--- src/i2cm_pkg.sv ---
// Shared types and constants for the I2C master bit engine.
// No dependencies; every other file in src refers to this package by scoped names.
package i2cm_pkg;

  localparam int unsigned DELAY_WIDTH = 16;
  localparam int unsigned CFG_WIDTH = 16;
  localparam logic [CFG_WIDTH-1:0] HALF_PERIOD_RESET = 16'd10;
  localparam int unsigned QUEUE_DEPTH = 2;

  typedef enum logic [2:0] {
    CMD_START = 3'd0,
    CMD_STOP  = 3'd1,
    CMD_SEND  = 3'd2,
    CMD_READ  = 3'd3,
    CMD_WACK  = 3'd4,
    CMD_ACK   = 3'd5,
    CMD_NACK  = 3'd6,
    CMD_PROBE = 3'd7
  } cmd_e;

  typedef enum logic [4:0] {
    PH_IDLE  = 5'd0,
    PH_STA_A = 5'd1,
    PH_STA_B = 5'd2,
    PH_STA_C = 5'd3,
    PH_STP_A = 5'd4,
    PH_TX_A  = 5'd5,
    PH_TX_B  = 5'd6,
    PH_TX_C  = 5'd7,
    PH_RX_A  = 5'd8,
    PH_RX_B  = 5'd9,
    PH_WA_A  = 5'd10,
    PH_WA_B  = 5'd11,
    PH_WA_C  = 5'd12,
    PH_GA_A  = 5'd13,
    PH_GA_B  = 5'd14,
    PH_GA_C  = 5'd15,
    PH_STP2  = 5'd16
  } phase_e;

  // One tick as queued between the front and the back, already decoded.
  typedef struct packed {
    logic       cmd_valid;
    cmd_e       req_type;
    logic [7:0] tx_byte;
    logic       sda_in;
    phase_e     first_phase;
  } tick_t;

  function automatic phase_e first_phase_of(cmd_e cmd);
    phase_e ph;
    case (cmd)
      CMD_START: ph = PH_STA_A;
      CMD_STOP:  ph = PH_STP_A;
      CMD_SEND:  ph = PH_TX_A;
      CMD_READ:  ph = PH_RX_A;
      CMD_WACK:  ph = PH_WA_A;
      CMD_ACK:   ph = PH_GA_A;
      CMD_NACK:  ph = PH_GA_A;
      default:   ph = PH_STP_A;
    endcase
    return ph;
  endfunction

endpackage

--- src/i2cm_front.sv ---
// Front part: accepts tick requests, decodes the command's first phase and
// holds them in a two-entry queue for the back part. Uses i2cm_pkg.
module i2cm_front (
  input  logic             clk_i,
  input  logic             rst_ni,
  input  logic             in_valid_i,
  output logic             in_stall_o,
  input  logic             cmd_valid_i,
  input  logic [2:0]       req_type_i,
  input  logic [7:0]       tx_byte_i,
  input  logic             sda_in_i,
  output logic             tick_valid_o,
  output i2cm_pkg::tick_t  tick_o,
  input  logic             tick_pop_i
);

  localparam int unsigned PtrW = $clog2(i2cm_pkg::QUEUE_DEPTH);
  localparam int unsigned CntW = $clog2(i2cm_pkg::QUEUE_DEPTH + 1);

  i2cm_pkg::tick_t       slot_q [i2cm_pkg::QUEUE_DEPTH];
  logic [PtrW-1:0]       wr_ptr_q, wr_ptr_d;
  logic [PtrW-1:0]       rd_ptr_q, rd_ptr_d;
  logic [CntW-1:0]       count_q, count_d;
  i2cm_pkg::tick_t       new_tick;
  logic                  push;
  logic                  pop;

  always_comb begin
    new_tick.cmd_valid   = cmd_valid_i;
    new_tick.req_type    = i2cm_pkg::cmd_e'(req_type_i);
    new_tick.tx_byte     = tx_byte_i;
    new_tick.sda_in      = sda_in_i;
    new_tick.first_phase = i2cm_pkg::first_phase_of(i2cm_pkg::cmd_e'(req_type_i));
  end

  assign in_stall_o   = (count_q == CntW'(i2cm_pkg::QUEUE_DEPTH));
  assign push         = in_valid_i && !in_stall_o;
  assign tick_valid_o = (count_q != '0);
  assign pop          = tick_pop_i && tick_valid_o;
  assign tick_o       = slot_q[rd_ptr_q];

  always_comb begin
    wr_ptr_d = wr_ptr_q;
    rd_ptr_d = rd_ptr_q;
    count_d  = count_q;
    if (push) begin
      wr_ptr_d = (wr_ptr_q == PtrW'(i2cm_pkg::QUEUE_DEPTH - 1)) ? '0 : wr_ptr_q + PtrW'(1);
    end
    if (pop) begin
      rd_ptr_d = (rd_ptr_q == PtrW'(i2cm_pkg::QUEUE_DEPTH - 1)) ? '0 : rd_ptr_q + PtrW'(1);
    end
    if (push && !pop) begin
      count_d = count_q + CntW'(1);
    end else if (pop && !push) begin
      count_d = count_q - CntW'(1);
    end
  end

  always_ff @(posedge clk_i or negedge rst_ni) begin
    if (!rst_ni) begin
      wr_ptr_q <= '0;
      rd_ptr_q <= '0;
      count_q  <= '0;
    end else begin
      wr_ptr_q <= wr_ptr_d;
      rd_ptr_q <= rd_ptr_d;
      count_q  <= count_d;
    end
  end

  always_ff @(posedge clk_i) begin
    if (push) begin
      slot_q[wr_ptr_q] <= new_tick;
    end
  end

  a_count_bound: assert property (@(posedge clk_i) disable iff (!rst_ni)
    count_q <= CntW'(i2cm_pkg::QUEUE_DEPTH))
    else $error("queue count beyond depth");

  a_count_track: assert property (@(posedge clk_i) disable iff (!rst_ni)
    (push && !pop) |=> (count_q == $past(count_q) + CntW'(1)))
    else $error("queue count did not follow a lone push");

  a_pop_needs_data: assert property (@(posedge clk_i) disable iff (!rst_ni)
    (count_q == '0) |-> !pop)
    else $error("pop from an empty queue");

endmodule

--- src/i2cm_back.sv ---
// Back part: the bus phase sequencer that runs one tick per cycle unless
// stalled, the delay and result registers. Uses i2cm_pkg; fed by i2cm_front.
module i2cm_back (
  input  logic                           clk_i,
  input  logic                           rst_ni,
  input  logic                           cfg_we_i,
  input  logic [i2cm_pkg::CFG_WIDTH-1:0] cfg_wdata_i,
  input  logic                           tick_valid_i,
  input  i2cm_pkg::tick_t                tick_i,
  output logic                           tick_pop_o,
  output logic                           out_valid_o,
  input  logic                           out_stall_i,
  output logic                           scl_out_o,
  output logic                           sda_out_o,
  output logic                           busy_res_o,
  output logic                           done_res_o,
  output logic [7:0]                     rx_byte_o,
  output logic                           ack_bit_o
);

  localparam int unsigned DW = i2cm_pkg::DELAY_WIDTH;

  logic [i2cm_pkg::CFG_WIDTH-1:0] half_q;
  i2cm_pkg::phase_e phase_q, phase_d, nx;
  i2cm_pkg::cmd_e   cmd_q, cmd_d;
  logic [DW-1:0]    wait_q, wait_d, dly;
  logic [3:0]       bit_q, bit_d;
  logic [7:0]       tx_q, tx_d;
  logic [7:0]       rx_q, rx_d;
  logic             scl_q, scl_d;
  logic             sda_q, sda_d;
  logic             ack_q, ack_d;
  logic             busy, done, do_enter, probe, pop;
  logic             out_valid_q;

  assign pop        = tick_valid_i && (!out_valid_q || !out_stall_i);
  assign tick_pop_o = pop;
  assign probe      = (cmd_q == i2cm_pkg::CMD_PROBE);

  // A zero setting behaves as a one-tick delay.
  always_comb begin
    dly = DW'(half_q);
    if (dly == '0) begin
      dly = DW'(1);
    end
  end

  always_comb begin
    phase_d  = phase_q;
    cmd_d    = cmd_q;
    wait_d   = wait_q;
    bit_d    = bit_q;
    tx_d     = tx_q;
    rx_d     = rx_q;
    scl_d    = scl_q;
    sda_d    = sda_q;
    ack_d    = ack_q;
    busy     = 1'b0;
    done     = 1'b0;
    do_enter = 1'b0;
    nx       = i2cm_pkg::PH_IDLE;

    if (phase_q == i2cm_pkg::PH_IDLE) begin
      if (tick_i.cmd_valid) begin
        cmd_d    = tick_i.req_type;
        tx_d     = tick_i.tx_byte;
        bit_d    = '0;
        nx       = tick_i.first_phase;
        do_enter = 1'b1;
        busy     = 1'b1;
      end
    end else begin
      wait_d = (wait_q != '0) ? wait_q - DW'(1) : wait_q;
      if (wait_d == '0) begin
        // The current step's delay has run out: close it and pick the next one.
        case (phase_q)
          i2cm_pkg::PH_STA_A: nx = i2cm_pkg::PH_STA_B;
          i2cm_pkg::PH_STA_B: nx = i2cm_pkg::PH_STA_C;
          i2cm_pkg::PH_STA_C: nx = probe ? i2cm_pkg::PH_TX_A : i2cm_pkg::PH_IDLE;
          i2cm_pkg::PH_STP_A: begin
            sda_d = 1'b1;
            nx    = probe ? i2cm_pkg::PH_STA_A : i2cm_pkg::PH_IDLE;
          end
          i2cm_pkg::PH_STP2: begin
            sda_d = 1'b1;
            nx    = i2cm_pkg::PH_IDLE;
          end
          i2cm_pkg::PH_TX_A: nx = i2cm_pkg::PH_TX_B;
          i2cm_pkg::PH_TX_B: nx = i2cm_pkg::PH_TX_C;
          i2cm_pkg::PH_TX_C: begin
            tx_d  = {tx_q[6:0], 1'b0};
            bit_d = bit_q + 4'd1;
            if (!bit_d[3]) begin
              nx = i2cm_pkg::PH_TX_A;
            end else begin
              nx = probe ? i2cm_pkg::PH_WA_A : i2cm_pkg::PH_IDLE;
            end
          end
          i2cm_pkg::PH_RX_A: begin
            rx_d = {rx_q[6:0], tick_i.sda_in};
            nx   = i2cm_pkg::PH_RX_B;
          end
          i2cm_pkg::PH_RX_B: begin
            bit_d = bit_q + 4'd1;
            nx    = !bit_d[3] ? i2cm_pkg::PH_RX_A : i2cm_pkg::PH_IDLE;
          end
          i2cm_pkg::PH_WA_A: nx = i2cm_pkg::PH_WA_B;
          i2cm_pkg::PH_WA_B: begin
            ack_d = tick_i.sda_in;
            nx    = i2cm_pkg::PH_WA_C;
          end
          i2cm_pkg::PH_WA_C: nx = probe ? i2cm_pkg::PH_STP2 : i2cm_pkg::PH_IDLE;
          i2cm_pkg::PH_GA_A: nx = i2cm_pkg::PH_GA_B;
          i2cm_pkg::PH_GA_B: nx = i2cm_pkg::PH_GA_C;
          i2cm_pkg::PH_GA_C: begin
            if (cmd_q == i2cm_pkg::CMD_ACK) begin
              sda_d = 1'b1;
            end
            nx = i2cm_pkg::PH_IDLE;
          end
          default: nx = i2cm_pkg::PH_IDLE;
        endcase
        if (nx == i2cm_pkg::PH_IDLE) begin
          phase_d = i2cm_pkg::PH_IDLE;
          wait_d  = '0;
          done    = 1'b1;
        end else begin
          do_enter = 1'b1;
          busy     = 1'b1;
        end
      end else begin
        busy = 1'b1;
      end
    end

    // Entering a step sets its line drives and restarts the delay.
    if (do_enter) begin
      phase_d = nx;
      wait_d  = dly;
      case (nx)
        i2cm_pkg::PH_STA_A: begin
          sda_d = 1'b1;
          scl_d = 1'b1;
        end
        i2cm_pkg::PH_STA_B: sda_d = 1'b0;
        i2cm_pkg::PH_STA_C: scl_d = 1'b0;
        i2cm_pkg::PH_STP_A, i2cm_pkg::PH_STP2: begin
          sda_d = 1'b0;
          scl_d = 1'b1;
        end
        i2cm_pkg::PH_TX_A: sda_d = tx_d[7];
        i2cm_pkg::PH_TX_B: scl_d = 1'b1;
        i2cm_pkg::PH_TX_C: begin
          scl_d = 1'b0;
          if (bit_d == 4'd7) begin
            sda_d = 1'b1;
          end
        end
        i2cm_pkg::PH_RX_A: scl_d = 1'b1;
        i2cm_pkg::PH_RX_B: scl_d = 1'b0;
        i2cm_pkg::PH_WA_A: sda_d = 1'b1;
        i2cm_pkg::PH_WA_B: scl_d = 1'b1;
        i2cm_pkg::PH_WA_C: scl_d = 1'b0;
        i2cm_pkg::PH_GA_A: sda_d = (cmd_d == i2cm_pkg::CMD_ACK) ? 1'b0 : 1'b1;
        i2cm_pkg::PH_GA_B: scl_d = 1'b1;
        i2cm_pkg::PH_GA_C: scl_d = 1'b0;
        default: ;
      endcase
    end
  end

  always_ff @(posedge clk_i or negedge rst_ni) begin
    if (!rst_ni) begin
      half_q <= i2cm_pkg::HALF_PERIOD_RESET;
    end else if (cfg_we_i) begin
      half_q <= cfg_wdata_i;
    end
  end

  always_ff @(posedge clk_i or negedge rst_ni) begin
    if (!rst_ni) begin
      phase_q <= i2cm_pkg::PH_IDLE;
      cmd_q   <= i2cm_pkg::CMD_START;
      wait_q  <= '0;
      bit_q   <= '0;
      tx_q    <= '0;
      rx_q    <= '0;
      scl_q   <= 1'b1;
      sda_q   <= 1'b1;
      ack_q   <= 1'b0;
    end else if (pop) begin
      phase_q <= phase_d;
      cmd_q   <= cmd_d;
      wait_q  <= wait_d;
      bit_q   <= bit_d;
      tx_q    <= tx_d;
      rx_q    <= rx_d;
      scl_q   <= scl_d;
      sda_q   <= sda_d;
      ack_q   <= ack_d;
    end
  end

  always_ff @(posedge clk_i or negedge rst_ni) begin
    if (!rst_ni) begin
      out_valid_q <= 1'b0;
    end else if (!out_valid_q || !out_stall_i) begin
      out_valid_q <= tick_valid_i;
    end
  end

  always_ff @(posedge clk_i) begin
    if (pop) begin
      scl_out_o  <= scl_d;
      sda_out_o  <= sda_d;
      busy_res_o <= busy;
      done_res_o <= done;
      rx_byte_o  <= rx_d;
      ack_bit_o  <= ack_d;
    end
  end

  assign out_valid_o = out_valid_q;

  a_done_to_idle: assert property (@(posedge clk_i) disable iff (!rst_ni)
    (pop && done) |=> (phase_q == i2cm_pkg::PH_IDLE))
    else $error("completion did not return the engine to idle");

  a_wait_live: assert property (@(posedge clk_i) disable iff (!rst_ni)
    (phase_q != i2cm_pkg::PH_IDLE) |-> (wait_q != '0))
    else $error("active step with an empty delay count");

  a_bit_bound: assert property (@(posedge clk_i) disable iff (!rst_ni)
    (phase_q != i2cm_pkg::PH_IDLE) |-> (bit_q <= 4'd8))
    else $error("bit counter ran past a byte");

  a_hold_on_stall: assert property (@(posedge clk_i) disable iff (!rst_ni)
    !pop |=> ($stable(phase_q) && $stable(wait_q)))
    else $error("engine state moved without a request");

endmodule

--- src/i2c_master_bit_engine_unit.sv ---
// Top level of the I2C master bit engine: joins the request queue and the
// phase sequencer. Uses i2cm_pkg, i2cm_front and i2cm_back.
//
// Each request is one bus tick carrying an optional command and the sampled
// SDA level; each one yields exactly one result with the SCL/SDA drives,
// busy/done flags, the receive shift register and the last ACK bit. One
// request is taken per clock cycle while the input is not stalled. A request
// is written into the two-entry request queue and is then stepped by the
// single-step phase sequencer into the result register. While a result is
// held off, two more requests fit in the queue before the input stalls. Every
// bus step lasts the value written to the delay register (reset value ten
// ticks; zero acts as one). Commands offered while a command runs, or on its
// completion tick, are ignored.
module i2c_master_bit_engine_unit (
  input  logic                           clk_i,
  input  logic                           rst_ni,
  input  logic                           cfg_we_i,
  input  logic [i2cm_pkg::CFG_WIDTH-1:0] cfg_wdata_i,
  input  logic                           in_valid_i,
  output logic                           in_stall_o,
  input  logic                           cmd_valid_i,
  input  logic [2:0]                     req_type_i,
  input  logic [7:0]                     tx_byte_i,
  input  logic                           sda_in_i,
  output logic                           out_valid_o,
  input  logic                           out_stall_i,
  output logic                           scl_out_o,
  output logic                           sda_out_o,
  output logic                           busy_res_o,
  output logic                           done_res_o,
  output logic [7:0]                     rx_byte_o,
  output logic                           ack_bit_o
);

  logic            tick_valid;
  logic            tick_pop;
  i2cm_pkg::tick_t tick;

  i2cm_front u_front (
    .clk_i        (clk_i),
    .rst_ni       (rst_ni),
    .in_valid_i   (in_valid_i),
    .in_stall_o   (in_stall_o),
    .cmd_valid_i  (cmd_valid_i),
    .req_type_i   (req_type_i),
    .tx_byte_i    (tx_byte_i),
    .sda_in_i     (sda_in_i),
    .tick_valid_o (tick_valid),
    .tick_o       (tick),
    .tick_pop_i   (tick_pop)
  );

  i2cm_back u_back (
    .clk_i        (clk_i),
    .rst_ni       (rst_ni),
    .cfg_we_i     (cfg_we_i),
    .cfg_wdata_i  (cfg_wdata_i),
    .tick_valid_i (tick_valid),
    .tick_i       (tick),
    .tick_pop_o   (tick_pop),
    .out_valid_o  (out_valid_o),
    .out_stall_i  (out_stall_i),
    .scl_out_o    (scl_out_o),
    .sda_out_o    (sda_out_o),
    .busy_res_o   (busy_res_o),
    .done_res_o   (done_res_o),
    .rx_byte_o    (rx_byte_o),
    .ack_bit_o    (ack_bit_o)
  );

endmodule
--- config.mk ---
export PLATFORM = sky130hd
export DESIGN_NAME = i2c_master_bit_engine_unit
export DESIGN_NICKNAME = d
export VERILOG_FILES = /design/src/i2cm_pkg.sv /design/src/i2cm_front.sv /design/src/i2cm_back.sv /design/src/i2c_master_bit_engine_unit.sv
export SDC_FILE = /design/constraint.sdc
export NUM_CORES = 1
export LEC_CHECK = 0
export BUFFER_PORTS_ARGS = -buffer_cell sky130_fd_sc_hd__buf_2
export CORE_ASPECT_RATIO = 0.8
export CORE_MARGIN = 4
export CORE_UTILIZATION = 60
export CTS_CLUSTER_SIZE = 28
export DETAILED_ROUTE_END_ITERATION = 6
export PLACE_DENSITY = 0.8
export SLEW_MARGIN = 20
export SYNTH_ARGS = -nofsm -noshare
export SYNTH_HDL_FRONTEND = slang
export SYNTH_SLANG_ARGS = --single-unit
--- constraint.sdc ---
create_clock -name clk_i -period 6.9 [get_ports clk_i]
set_clock_uncertainty 0.05 [all_clocks]
set_input_delay 0.69 -clock clk_i [delete_from_list [all_inputs] [get_ports clk_i]]
set_output_delay 0.69 -clock clk_i [all_outputs]
set_load 0.02 [all_outputs]
==> results.md <==
* Outcome: completed
* Commonest cells after routing, fill and taps aside: nand2_1, dfrtp_1, nor2_1
* First-pass GRT wire length at 25120 um
* Req. time, crit path at 7.15 ns
* Cell Area, Synth at 0.005839 mm2
* Post-route setup TNS at 0 ns
* Fin. Hold Viols at 0
* Startpoint types: register
* Die Height at 96.24 um
* Dpl ws at 1.919 ns
* Gp weighted congestion at 0.9134
* Largest net degree at the start of global routing at 69
* Min-delay worst type: in2reg
* CP Capture Type: register
* Hold-fix buffers, CTS at 0
* H-tree depth at 4
* Die X at 118.3 um
* CTS sink count at 115
* DRC viols at 0
* Main combinational cell family by area after synthesis: simple AND/OR/NAND/NOR gates
* Initial DRC Count at 678
* Simple-Gate Fraction of Synth Area at 0.1851
* Most used DFF post-synth: dfrtp_1
* Synth unique cells at 64
* Via count at 4830
* Vias in the first global route at 4817
* Async set-reset flop share out of synthesis at 0.5913
* Final critical-path required period at 5.114 ns
* Antenna diodes at 0
* Met2 usage at 0.4199
* Total routed wirelength at 15190 um
* Root Driver: clkbuf_16
* Max IR drop VDD at 362.8 uV
* Number of port buffers at 48
* Final setup viols at 0
* Avg WL per Cell at 20.19 um
* Final worst slack at 1.786 ns
* R2R Path Start: u_back.wait_q[0]$_DFFE_PN0P_
* Initial antenna violation count at 0
* Share of layout cells above drive strength 1 at 0.2057
* Worst-case hold slack at 0.4034 ns
* PwrDens at 462.4 mW/mm2
* Max-Cap Viols at 0
* Starting density of the core at 0.6299
* Synth Register Bits at 115
* Leakage at 2.758 nW
* Sequential fraction of the synthesis area at 0.5340
* Post-layout power at 3.123 mW
* Fin. max-slew vios at 0
* Total global routing track utilization at 0.2857
* Dpl hpwl at 9770 um
* Layout area overhead at 15.66%
* Synth Area in Adders at 0.006428
* Multiplexer share of the synthesized area at 0.08442
* Grt total ovfl at 0
* Met3 Track Usage GR at 0.09107
* Grt met1 use at 0.3998
* Num CTS Buffers at 17
* Fill count at 605
* Worst-Skew Late Latency at 0.42 ns
* Vias per cell at 6.423
* CTS tree: built
* Worst path arrival time at 5.37 ns
* Core box area at 0.009270 mm2
* Commonest non-fill, non-tap cell in the layout: nand2_1
* Post-synth EDFFs at 47
* Post-synthesis compound-gate area fraction at 0.1498
* Tightest Pin Transition at 1.048 ns
* RSZ-0062 raised after global routing: false
* Post-CTS Setup Repair Bufs at 0
* Final net count at 661
* Final ANT Viol Nets at 0
* WS Path Type: reg2reg
* Drt first pass iters at 5
* Die area at 0.01138 mm2
* Hold Crit Start: tx_byte_i[4]
* Gr busiest metal: met2
* Clock slew at reported path FFs at 0.06 ns
* Syn Inst Count at 576
* Cts repair resizes at 0
* CP startpoint: u_back.wait_q[0]$_DFFE_PN0P_
* Slew margin rel. at 0.2969
* Io pins at 49
* Clk buf depth at 2
* Synth Area in XOR/XNOR at 0.01500
* Period utilization at 0.7412
* Crit-path max FO at 15
* Net count after synthesis at 613
* Yosys Warn Count at 0
* Syn_area_per_cell at 10.14 um2
* Fmax at 195.5 MHz
* Row count at 31
final timing paths:
check | end | depth (start not counted) | slack (ns)
max | u_back.phase_q[4]$_DFFE_PN0P_ | 11 | 1.79
min | u_front.slot_q[1][9]$_DFFE_PP_ | 1 | 0.40
max reg2reg | u_back.phase_q[4]$_DFFE_PN0P_ | 11 | 1.79
min reg2reg | u_back.rx_q[7]$_DFFE_PN0P_ | 2 | 0.44
max in group asynchronous | u_back.wait_q[13]$_DFFE_PN0P_ | 2 | 5.78
min in group asynchronous | u_back.cmd_q[0]$_DFFE_PN0P_ | 2 | 0.41
cell type report:
cell class                      instances  area [um2]  area share
Inverter                               11       41.29    0.006113
Multi-Input combinational cell        424        2580      0.3820
Clock inverter                         13       123.9     0.01834
Tap cell                              115       143.9     0.02130
Timing Repair Buffer                   55       292.8     0.04335
Clock buffer                           19       454.2     0.06725
Sequential cell                       115        3118      0.4617
sequential cells by signal, summed over array words and instances, names as in the netlist, 2 cells and up:
signal / cells
u_back.bit_q: 4
u_back.cmd_q: 3
u_back.half_q: 16
u_back.phase_q: 5
u_back.rx_byte_o: 8
u_back.rx_q: 8
u_back.tx_q: 8
u_back.wait_q: 16
u_front.count_q: 2
u_front.slot_q: 34
metrics by stage:
stage	std cells	area, um2	util
finish	752	6754	0.7286
global route	752	6754	0.7286
CTS	752	6748	0.7279
detailed placement	720	6170	0.6655
global placement	720	6170	0.6655
floorplan	576	5839	-
power breakdown:
part,switching [mW],internal [mW]
Sequential,0.186,0.931
Clock,0.337,0.521
Combinational,0.759,0.390
Total,1.28,1.84
kinds of logic (layout without fill, tap and decap cells):
kind of cell | after synthesis | in the layout
flip-flops | 115 | 115
multiplexers | 46 | 46
XOR/XNOR | 10 | 10
AO/OA/AOI/OAI | 146 | 146
adder cells (fa/ha/maj) | 3 | 3
AND/OR/NAND/NOR | 219 | 219
buffers and inverters | 37 | 98
cell usage after synthesis (2+ instances only):
master	number	area share
nand2_1	78	0.050
dfrtp_1	64	0.27
nor2_1	57	0.037
o21ai_0	57	0.049
edfxtp_1	47	0.24
a21oi_1	40	0.034
mux2_2	26	0.050
clkbuf_1	20	0.013
mux2i_1	20	0.034
nand3_1	12	0.010
nor3_1	12	0.010
nor4_1	12	0.013
inv_1	11	0.0071
a31oi_1	8	0.0086
nand2b_1	7	0.0075
nand4_1	5	0.0054
xnor2_1	5	0.0075
xor2_1	5	0.0075
buf_1	4	0.0026
dfstp_2	4	0.018
nor3b_1	4	0.0051
o21ai_1	4	0.0034
or3_1	4	0.0043
a21boi_0	3	0.0039
a21o_1	3	0.0039
a22o_1	3	0.0045
a22oi_1	3	0.0039
and2_1	3	0.0032
ha_1	3	0.0064
nor2b_1	3	0.0032
or2_2	3	0.0032
or4_1	3	0.0039
a211oi_1	2	0.0026
a311oi_1	2	0.0030
a32oi_1	2	0.0030
a41oi_1	2	0.0030
and3_1	2	0.0021
nor4b_1	2	0.0030
o211ai_1	2	0.0026
o22ai_1	2	0.0021
o32ai_1	2	0.0030
o41ai_1	2	0.0030
or4b_4	2	0.0047
layer usage:
metal | part of all wire | routed length, um | vias up
li1 | - | - | 2220
met1 | 0.42 | 6447 | 2296
met2 | 0.45 | 6790 | 275
met3 | 0.11 | 1620 | 39
met4 | 0.022 | 327 | 0
met5 | 0 | 0 | -
critical path: stages, from the launching register on:
cell and delay [ns]:
dfrtp_1 0.46, inv_1 0.09, ha_1 0.23, or4b_4 0.52, nor4_4 0.40, a21oi_2 0.14, or4b_4 0.57, nor4_2 0.69
a31oi_1 0.51, o21ai_1 0.73, nand2_1 0.27, mux2_2 0.33
Power figures use the tool's default switching activity.
